### config.mk
export PLATFORM = sky130hd
export DESIGN_NAME = stick_frame_parser_crc16_top_flat
export DESIGN_NICKNAME = d
export VERILOG_FILES = /design/src/rtl/sfp_pkg.sv /design/src/rtl/sfp_in_if.sv /design/src/rtl/sfp_out_if.sv /design/src/rtl/stick_frame_parser_crc16_top.sv /design/src/flat_wrapper.sv
export SDC_FILE = /design/constraint.sdc
export NUM_CORES = 1
export LEC_CHECK = 0
export BUFFER_PORTS_ARGS = -buffer_cell sky130_fd_sc_hd__clkbuf_2
export CAP_MARGIN = 15
export CORE_AREA = 2 2 156 158
export CTS_CLUSTER_SIZE = 30
export DETAILED_ROUTE_END_ITERATION = 10
export DIE_AREA = 0 0 158 160
export PLACE_DENSITY = 0.74
export SYNTH_ARGS = -nofsm -noshare
export SYNTH_HDL_FRONTEND = slang
export SYNTH_SLANG_ARGS = --single-unit
### constraint.sdc
create_clock -name i_clk -period 5.5 [get_ports i_clk]
set_clock_uncertainty 0.15 [all_clocks]
set_input_delay 0.55 -clock i_clk [delete_from_list [all_inputs] [get_ports i_clk]]
set_output_delay 0.55 -clock i_clk [all_outputs]
set_load 0.05 [all_outputs]
### src/rtl/sfp_pkg.sv
// Shared constants, codes and the CRC-16 byte update for the frame parser.
package sfp_pkg;

    localparam int unsigned MAX_PAYLOAD = 64;
    localparam int unsigned COUNT_W     = $clog2(MAX_PAYLOAD + 1);
    localparam int unsigned CFG_IDX_W   = 2;
    localparam int unsigned CFG_DATA_W  = 16;
    localparam int unsigned NUM_SAMPLES = 4;
    localparam int unsigned NUM_FIRST   = 2 * NUM_SAMPLES;

    localparam logic [15:0] CRC_INIT = 16'hFFFF;
    localparam logic [15:0] CRC_POLY = 16'h1021;

    typedef enum logic [1:0] {
        OC_NONE = 2'd0,
        OC_GOOD = 2'd1,
        OC_BAD  = 2'd2,
        OC_LONG = 2'd3
    } t_outcome;

    typedef enum logic [CFG_IDX_W-1:0] {
        CFG_HEAD   = 2'd0,
        CFG_MASK   = 2'd1,
        CFG_MATCH  = 2'd2,
        CFG_OFFSET = 2'd3
    } t_cfg_idx;

    function automatic logic [15:0] crc_feed(input logic [15:0] crc, input logic [7:0] b);
        logic [15:0] c;
        c = crc ^ {b, 8'h00};
        for (int i = 0; i < 8; i++) begin
            c = c[15] ? ({c[14:0], 1'b0} ^ CRC_POLY) : {c[14:0], 1'b0};
        end
        return c;
    endfunction

endpackage

### src/rtl/sfp_in_if.sv
// Input channel: one received byte per item.
interface sfp_in_if;
    logic       valid;
    logic       ready;
    logic [7:0] rx_byte;

    modport source (output valid, output rx_byte, input ready);
    modport sink   (input valid, input rx_byte, output ready);
endinterface

### src/rtl/sfp_out_if.sv
// Result channel: parse outcome and held stick values per item.
interface sfp_out_if;
    logic        valid;
    logic        ready;
    logic [1:0]  outcome;
    logic [7:0]  frame_id;
    logic [7:0]  stick_state;
    logic        values_fresh;
    logic [15:0] stick_a;
    logic [15:0] stick_b;
    logic [15:0] stick_c;
    logic [15:0] stick_d;

    modport source (output valid, output outcome, output frame_id, output stick_state,
                    output values_fresh, output stick_a, output stick_b, output stick_c,
                    output stick_d, input ready);
    modport sink   (input valid, input outcome, input frame_id, input stick_state,
                    input values_fresh, input stick_a, input stick_b, input stick_c,
                    input stick_d, output ready);
endinterface

### src/rtl/stick_frame_parser_crc16_top.sv
// Serial frame parser with CRC-16 check and stick sample capture.
// The result item for an accepted byte is written to the output register in the cycle after it is accepted.
// Throughput: one byte per cycle unless a waiting result is not taken; the CRC is updated for a whole byte in one pass.
// The output register frees itself when taken, so a byte is accepted in the cycle a waiting result is taken.
// Reset (synchronous, active low) restores the configuration defaults, hunting state,
// CRC init and clears held values and the output register.
module stick_frame_parser_crc16_top (
    input  logic                               i_clk,
    input  logic                               i_rst_n,
    input  logic                               i_cfg_we,
    input  logic [sfp_pkg::CFG_IDX_W-1:0]      i_cfg_idx,
    input  logic [sfp_pkg::CFG_DATA_W-1:0]     i_cfg_data,
    sfp_in_if.sink                             i_in,
    sfp_out_if.source                          o_out
);
    import sfp_pkg::*;

    typedef enum logic [2:0] {
        PH_HUNT = 3'd0,
        PH_ID   = 3'd1,
        PH_LEN  = 3'd2,
        PH_DATA = 3'd3,
        PH_CKLO = 3'd4,
        PH_CKHI = 3'd5
    } t_phase;

    logic [7:0]  r_head, r_mask, r_match;
    logic [15:0] r_offset;

    t_phase                          r_phase, n_phase;
    logic [7:0]                      r_id, n_id;
    logic [COUNT_W-1:0]              r_len, n_len;
    logic [COUNT_W-1:0]              r_count, n_count, w_count_inc;
    logic [15:0]                     r_crc, n_crc;
    logic [7:0]                      r_ck_lo, n_ck_lo;
    logic [NUM_FIRST-1:0][7:0]       r_first, n_first;
    logic [7:0]                      r_last, n_last;

    logic                            r_out_valid;
    t_outcome                        r_outcome, n_outcome;
    logic                            r_fresh, n_fresh;
    logic [7:0]                      r_frame_id, n_frame_id;
    logic [7:0]                      r_stick, n_stick;
    logic [NUM_SAMPLES-1:0][15:0]    r_samples, n_samples;

    logic       w_accept;
    logic [7:0] w_rx;

    assign w_rx        = i_in.rx_byte;
    assign i_in.ready  = !r_out_valid || o_out.ready;
    assign w_accept    = i_in.valid && i_in.ready;
    assign w_count_inc = r_count + 1'b1;

    always_ff @(posedge i_clk) begin
        if (!i_rst_n) begin
            r_head   <= 8'h55;
            r_mask   <= 8'hFF;
            r_match  <= 8'h00;
            r_offset <= 16'h0000;
        end else if (i_cfg_we) begin
            case (t_cfg_idx'(i_cfg_idx))
                CFG_HEAD:   r_head   <= i_cfg_data[7:0];
                CFG_MASK:   r_mask   <= i_cfg_data[7:0];
                CFG_MATCH:  r_match  <= i_cfg_data[7:0];
                CFG_OFFSET: r_offset <= i_cfg_data[15:0];
                default: ;
            endcase
        end
    end

    always_comb begin
        n_phase    = r_phase;
        n_id       = r_id;
        n_len      = r_len;
        n_count    = r_count;
        n_crc      = r_crc;
        n_ck_lo    = r_ck_lo;
        n_first    = r_first;
        n_last     = r_last;
        n_outcome  = OC_NONE;
        n_fresh    = 1'b0;
        n_frame_id = r_frame_id;
        n_stick    = r_stick;
        n_samples  = r_samples;
        case (r_phase)
            PH_ID: begin
                n_id    = w_rx;
                n_crc   = crc_feed(r_crc, w_rx);
                n_phase = PH_LEN;
            end
            PH_LEN: begin
                n_len   = w_rx[COUNT_W-1:0];
                n_count = '0;
                if (w_rx > 8'(MAX_PAYLOAD)) begin
                    n_outcome  = OC_LONG;
                    n_frame_id = r_id;
                    n_phase    = PH_HUNT;
                end else begin
                    n_crc   = crc_feed(r_crc, w_rx);
                    n_phase = (w_rx == 8'h00) ? PH_CKLO : PH_DATA;
                end
            end
            PH_DATA: begin
                n_crc = crc_feed(r_crc, w_rx);
                if (r_count < COUNT_W'(NUM_FIRST)) begin
                    n_first[r_count[$clog2(NUM_FIRST)-1:0]] = w_rx;
                end
                n_last  = w_rx;
                n_count = w_count_inc;
                if (w_count_inc >= r_len) begin
                    n_phase = PH_CKLO;
                end
            end
            PH_CKLO: begin
                n_ck_lo = w_rx;
                n_phase = PH_CKHI;
            end
            PH_CKHI: begin
                n_frame_id = r_id;
                n_phase    = PH_HUNT;
                if ({w_rx, r_ck_lo} == r_crc) begin
                    n_outcome = OC_GOOD;
                    if (r_len != '0) begin
                        n_stick = r_last;
                    end
                    if (((r_id & r_mask) == r_match) && (r_len >= COUNT_W'(NUM_FIRST))) begin
                        for (int k = 0; k < NUM_SAMPLES; k++) begin
                            n_samples[k] = {r_first[2*k+1], r_first[2*k]} + r_offset;
                        end
                        n_fresh = 1'b1;
                    end
                end else begin
                    n_outcome = OC_BAD;
                end
            end
            default: begin
                n_phase = PH_HUNT;
                if (w_rx == r_head) begin
                    n_crc   = crc_feed(CRC_INIT, w_rx);
                    n_phase = PH_ID;
                end
            end
        endcase
    end

    always_ff @(posedge i_clk) begin
        if (!i_rst_n) begin
            r_phase     <= PH_HUNT;
            r_id        <= '0;
            r_len       <= '0;
            r_count     <= '0;
            r_crc       <= CRC_INIT;
            r_ck_lo     <= '0;
            r_first     <= '0;
            r_last      <= '0;
            r_out_valid <= 1'b0;
            r_outcome   <= OC_NONE;
            r_fresh     <= 1'b0;
            r_frame_id  <= '0;
            r_stick     <= '0;
            r_samples   <= '0;
        end else begin
            if (w_accept) begin
                r_phase    <= n_phase;
                r_id       <= n_id;
                r_len      <= n_len;
                r_count    <= n_count;
                r_crc      <= n_crc;
                r_ck_lo    <= n_ck_lo;
                r_first    <= n_first;
                r_last     <= n_last;
                r_outcome  <= n_outcome;
                r_fresh    <= n_fresh;
                r_frame_id <= n_frame_id;
                r_stick    <= n_stick;
                r_samples  <= n_samples;
            end
            if (w_accept) begin
                r_out_valid <= 1'b1;
            end else if (o_out.ready) begin
                r_out_valid <= 1'b0;
            end
        end
    end

    assign o_out.valid        = r_out_valid;
    assign o_out.outcome      = r_outcome;
    assign o_out.frame_id     = r_frame_id;
    assign o_out.stick_state  = r_stick;
    assign o_out.values_fresh = r_fresh;
    assign o_out.stick_a      = r_samples[0];
    assign o_out.stick_b      = r_samples[1];
    assign o_out.stick_c      = r_samples[2];
    assign o_out.stick_d      = r_samples[3];

    // fresh samples only ever come with a good frame
    a_fresh_good: assert property (@(posedge i_clk) disable iff (!i_rst_n)
        r_fresh |-> (r_outcome == OC_GOOD))
        else $error("values_fresh without good outcome");

    a_data_bounds: assert property (@(posedge i_clk) disable iff (!i_rst_n)
        (r_phase == PH_DATA) |-> ((r_len != '0) && (r_count < r_len)
                                  && (r_len <= COUNT_W'(MAX_PAYLOAD))))
        else $error("payload count out of range");

    a_ckhi_ends: assert property (@(posedge i_clk) disable iff (!i_rst_n)
        (w_accept && (r_phase == PH_CKHI)) |=> ((r_phase == PH_HUNT) && (r_outcome != OC_NONE)))
        else $error("checksum byte did not end the frame");

    a_done_id: assert property (@(posedge i_clk) disable iff (!i_rst_n)
        (w_accept && (n_outcome != OC_NONE)) |=> (r_frame_id == $past(r_id)))
        else $error("frame id not taken from held id");

    a_hold: assert property (@(posedge i_clk) disable iff (!i_rst_n)
        (r_out_valid && !o_out.ready && !i_in.valid) |=> (r_out_valid && $stable(r_samples)))
        else $error("waiting result lost");

endmodule

### src/flat_wrapper.sv
// flat-port wrapper written by rule: the top's interface ports become plain ports
module stick_frame_parser_crc16_top_flat import sfp_pkg::*;
  (i_clk, i_rst_n, i_cfg_we, i_cfg_idx, i_cfg_data, i_in_valid, i_in_rx_byte, i_in_ready, o_out_valid, o_out_outcome, o_out_frame_id, o_out_stick_state, o_out_values_fresh, o_out_stick_a, o_out_stick_b, o_out_stick_c, o_out_stick_d, o_out_ready);
  sfp_in_if i_in_i ();
  sfp_out_if o_out_i ();
  input  logic i_clk;
  input  logic i_rst_n;
  input  logic i_cfg_we;
  input  logic [sfp_pkg::CFG_IDX_W-1:0] i_cfg_idx;
  input  logic [sfp_pkg::CFG_DATA_W-1:0] i_cfg_data;
  input wire logic [$bits(i_in_i.valid)-1:0] i_in_valid;
  input wire logic [$bits(i_in_i.rx_byte)-1:0] i_in_rx_byte;
  output wire logic [$bits(i_in_i.ready)-1:0] i_in_ready;
  output wire logic [$bits(o_out_i.valid)-1:0] o_out_valid;
  output wire logic [$bits(o_out_i.outcome)-1:0] o_out_outcome;
  output wire logic [$bits(o_out_i.frame_id)-1:0] o_out_frame_id;
  output wire logic [$bits(o_out_i.stick_state)-1:0] o_out_stick_state;
  output wire logic [$bits(o_out_i.values_fresh)-1:0] o_out_values_fresh;
  output wire logic [$bits(o_out_i.stick_a)-1:0] o_out_stick_a;
  output wire logic [$bits(o_out_i.stick_b)-1:0] o_out_stick_b;
  output wire logic [$bits(o_out_i.stick_c)-1:0] o_out_stick_c;
  output wire logic [$bits(o_out_i.stick_d)-1:0] o_out_stick_d;
  input wire logic [$bits(o_out_i.ready)-1:0] o_out_ready;
  assign i_in_i.valid = i_in_valid;
  assign i_in_i.rx_byte = i_in_rx_byte;
  assign i_in_ready = i_in_i.ready;
  assign o_out_valid = o_out_i.valid;
  assign o_out_outcome = o_out_i.outcome;
  assign o_out_frame_id = o_out_i.frame_id;
  assign o_out_stick_state = o_out_i.stick_state;
  assign o_out_values_fresh = o_out_i.values_fresh;
  assign o_out_stick_a = o_out_i.stick_a;
  assign o_out_stick_b = o_out_i.stick_b;
  assign o_out_stick_c = o_out_i.stick_c;
  assign o_out_stick_d = o_out_i.stick_d;
  assign o_out_i.ready = o_out_ready;
  stick_frame_parser_crc16_top u_core (.i_clk(i_clk), .i_rst_n(i_rst_n), .i_cfg_we(i_cfg_we), .i_cfg_idx(i_cfg_idx), .i_cfg_data(i_cfg_data), .i_in(i_in_i), .o_out(o_out_i));
endmodule
==> flow_summary.yaml <==
yosys:
  synth_seq_cells: 245
  synth_top_area_cell: "dfxtp_1"
  yosys.cell_types.count: 68
  synthFlopType: "dfxtp_1"
  synth.area.top_cells: "dfxtp_1 38%, mux2i_1 13%, ha_1 6.6%"
  syn_inst: 1430
  seq_area_frac_synth: 0.383
  synth-edff-count: 0
  yosys-top-cells-count: "245 x dfxtp_1, 209 x nor2_1, 164 x mux2i_1"
  synth_warnings: 0
  syn_area_mm2: 0.0128
  synth.most_common_cell: "dfxtp_1"
  avgSynthCellArea_um2: 8.96
  synth_top_cell_area_share: 0.383
  async_flop_share: 0
  synth_fp_nets: 1533
worst_setup_path:
  critical_path.top_delay_family: "simple AND/OR/NAND/NOR gates"
  cp_max_fo: 13
  cp.arrival_ns: 3.55
  critPathBufInv: 0
  r2r_cells: 7
  r2r-start: "u_core.r_phase[2]"
  end_kind: "register"
  crit_path_max_incr_delay_ns: 0.68
  start_kind: "register"
  worst_r2r_endpoint: "u_core.r_first[29]"
  r2r_setup_slack_ns: 2.17
  setup.worst_path.class: "register to register"
  required_ns: 5.73
  slowest_stage: "nor4_1"
  crit_chain: "nand2b_2 > nor3b_2 > nand2_1 > nor4_1 > nand3b_1 > mux2i_1 > nor2_1"
layout:
  area_delta_synth_final_pct: 11.6
  final_util: 0.600
  drive_gt1_frac: 0.131
  fin_nets: 1593
  diodes: 0
  fin_cells: 1832
placed_design:
  port_buffers: 115
  place_inst: 1785
  dp.final_hpwl_mm: 21.3
  place.gp.congestion: 0.910
sta:
  period_share: 0.605
  finalSetupTns_ns: 0
  setup_viol: 0
  relSlewSlack: 0.272
  final_hold_viol_count: 0
  rsz0062_at_grt: "no"
  hold_slack_ns: 0.116
  worst_slew_pin_slew_ns: 1.09
  maxSlewViolCount: 0
  max_clock_freq_mhz: 301
  fin_crit_ns: 3.33
clock_tree:
  cts.clk_slew.worst_paths_ns: 0.06
  post_cts_buffers: 0
  ctsHoldBuffers: 0
  htreeDepth: 1
  ctsResizeCount: 0
  numClockSinks: 245
  numCtsBuffers: 27
  cts.path.max_buffers: 3
  cts_tree: "done"
  root_buffer: "clkbuf_16"
  clk_latency_ns: 0.54
power:
  combPwrFrac: 0.053
  power_mw: 3.72
  p_leak_nw: 6.16
  pwr-share-clk: 0.462
  intPower_mw: 2.86
  cellPowerDensity_mw_per_mm2: 261
  p_switching_mw: 0.868
  pwr-share-seq: 0.485
  ir_drop_uv: 238
  swShare: 0.233
floorplan:
  design.die.area_mm2: 0.0253
  die_height_um: 160
  initial_core_util: 0.538
  die_x_um: 158
  ios: 116
  core_area_mm2: 0.0238
  rows: 57
min_path:
  min_to: "u_core.r_offset[11]"
  hold_start: "i_cfg_data[11]"
  min_path_type: "input port to register"
  hold_path_depth: 3
global_routing:
  grt.overflow.total: 0
  grt_pass1_vias: 9704
  antenna_found_initial: 0
  grt_pass1_wl_mm: 50.1
  grtUsageTotal: 0.246
  grt_max_degree: 121
route:
  drc: 0
  num_vias: 10199
  vias_per_cell: 5.57
  drt_iter0_drc: 742
  wl_per_cell_um: 17.1
  drt_pass1_iterations: 5
  antenna_left: 0
  drt_wl_total_mm: 31.3
run:
  drv_cap: 0
outcome:
  outcome: "finished, final reports clean"
## worst register-to-register path, stage by stage, from the launching register on
cell and delay, ns:
dfxtp_1 0.42, nand2b_2 0.29, nor3b_2 0.29, nand2_1 0.36
nor4_1 0.69, nand3b_1 0.58, mux2i_1 0.34, nor2_1 0.06
## placed cells by master (no fill, tap or decap), types with 5 or more instances in the layout
cell / Yosys / routed
a21o_1: 18 / 18
a21oi_1: 97 / 97
a22oi_1: 6 / 6
a31oi_1: 10 / 10
a41oi_1: 6 / 6
and3_1: 7 / 7
buf_4: 5 / 5
clkbuf_16: 0 / 27
clkbuf_2: 0 / 115
clkbuf_8: 0 / 8
dfxtp_1: 245 / 245
ha_1: 68 / 68
inv_1: 22 / 22
mux2i_1: 164 / 164
nand2_1: 142 / 142
nand2b_1: 8 / 8
nand3_1: 23 / 23
nand3b_1: 6 / 6
nand4_1: 19 / 19
nor2_1: 209 / 209
nor3_1: 10 / 10
nor4_1: 7 / 7
o211ai_1: 20 / 20
o21a_1: 6 / 6
o21ai_0: 16 / 16
o21ai_1: 17 / 17
o21bai_1: 9 / 9
o22ai_2: 9 / 9
xnor2_1: 93 / 93
xor2_1: 35 / 35
## metal layers
metal,up-vias,part of all wire,GRT usage
met5,-,0,0
met1,4781,0.45,0.336
met2,296,0.46,0.402
met3,57,0.061,0.0380
li1,5065,-,-
met4,0,0.025,0.0680
## kinds of logic (layout without fill, tap and decap cells)
family / count (synthesis) / after routing / share of synthesized area
AND/OR/NAND/NOR: 461 / 461 / 0.161
XOR/XNOR: 130 / 130 / 0.0901
adder cells (fa/ha/maj): 72 / 72 / 0.0727
multiplexers: 165 / 165 / 0.129
AO/OA/AOI/OAI: 242 / 242 / 0.123
flip-flops: 245 / 245 / 0.383
buffers and inverters: 115 / 193 / 0.0413
## per-stage QoR
stage | setup WS, ns | cell area (µm²)
after floorplan | 2.70 | 12800
after global placement | 2.05 | 13400
after detailed placement | 1.92 | 13400
after CTS | 2.23 | 14300
after global routing | 1.89 | 14300
final | 2.17 | 14300
## worst max-delay path by stage
stage / start / end / slack [ns] / cells past startpoint
floorplan: o_out_ready / u_core.r_first[39] / 2.70 / 10
global placement: i_in_rx_byte[4] / u_core.o_out.stick_b[12] / 2.05 / 9
detailed placement: i_in_rx_byte[4] / u_core.o_out.stick_a[3] / 1.92 / 9
CTS: u_core.r_phase[2] / u_core.r_first[29] / 2.23 / 7
global route: u_core.r_phase[2] / u_core.r_first[29] / 1.89 / 7
finish: u_core.r_phase[2] / u_core.r_first[29] / 2.17 / 7
## power by group through the flow
stage	clock network, mW	logic, mW	registers [mW]
finish	1.72	0.199	1.80
global route	1.83	0.216	1.80
CTS	1.75	0.198	1.80
detailed placement	0	0.196	1.84
global placement	0	0.194	1.84
floorplan	0	0.141	1.84
## registers in the layout, summed over array words and instances (netlist names)
register / flops
u_core.o_out.frame_id: 8
u_core.o_out.outcome: 2
u_core.o_out.stick_a: 16
u_core.o_out.stick_b: 16
u_core.o_out.stick_c: 16
u_core.o_out.stick_d: 16
u_core.o_out.stick_state: 8
u_core.o_out.valid: 1
u_core.o_out.values_fresh: 1
u_core.r_ck_lo: 8
u_core.r_count: 7
u_core.r_crc: 16
u_core.r_first: 64
u_core.r_head: 8
u_core.r_id: 8
u_core.r_last: 8
u_core.r_len: 7
u_core.r_mask: 8
u_core.r_match: 8
u_core.r_offset: 16
u_core.r_phase: 3
## final cells by class
type                            count  area (µm²)
Clock buffer                       39         801
Clock inverter                      8        53.8
Fill cell                        2063        9530
Inverter                           24        95.1
Multi-Input combinational cell   1070        7380
Sequential cell                   245        4900
Tap cell                          324         405
Timing Repair Buffer              122         653
No activity file was read; power rests on OpenSTA's default activity.
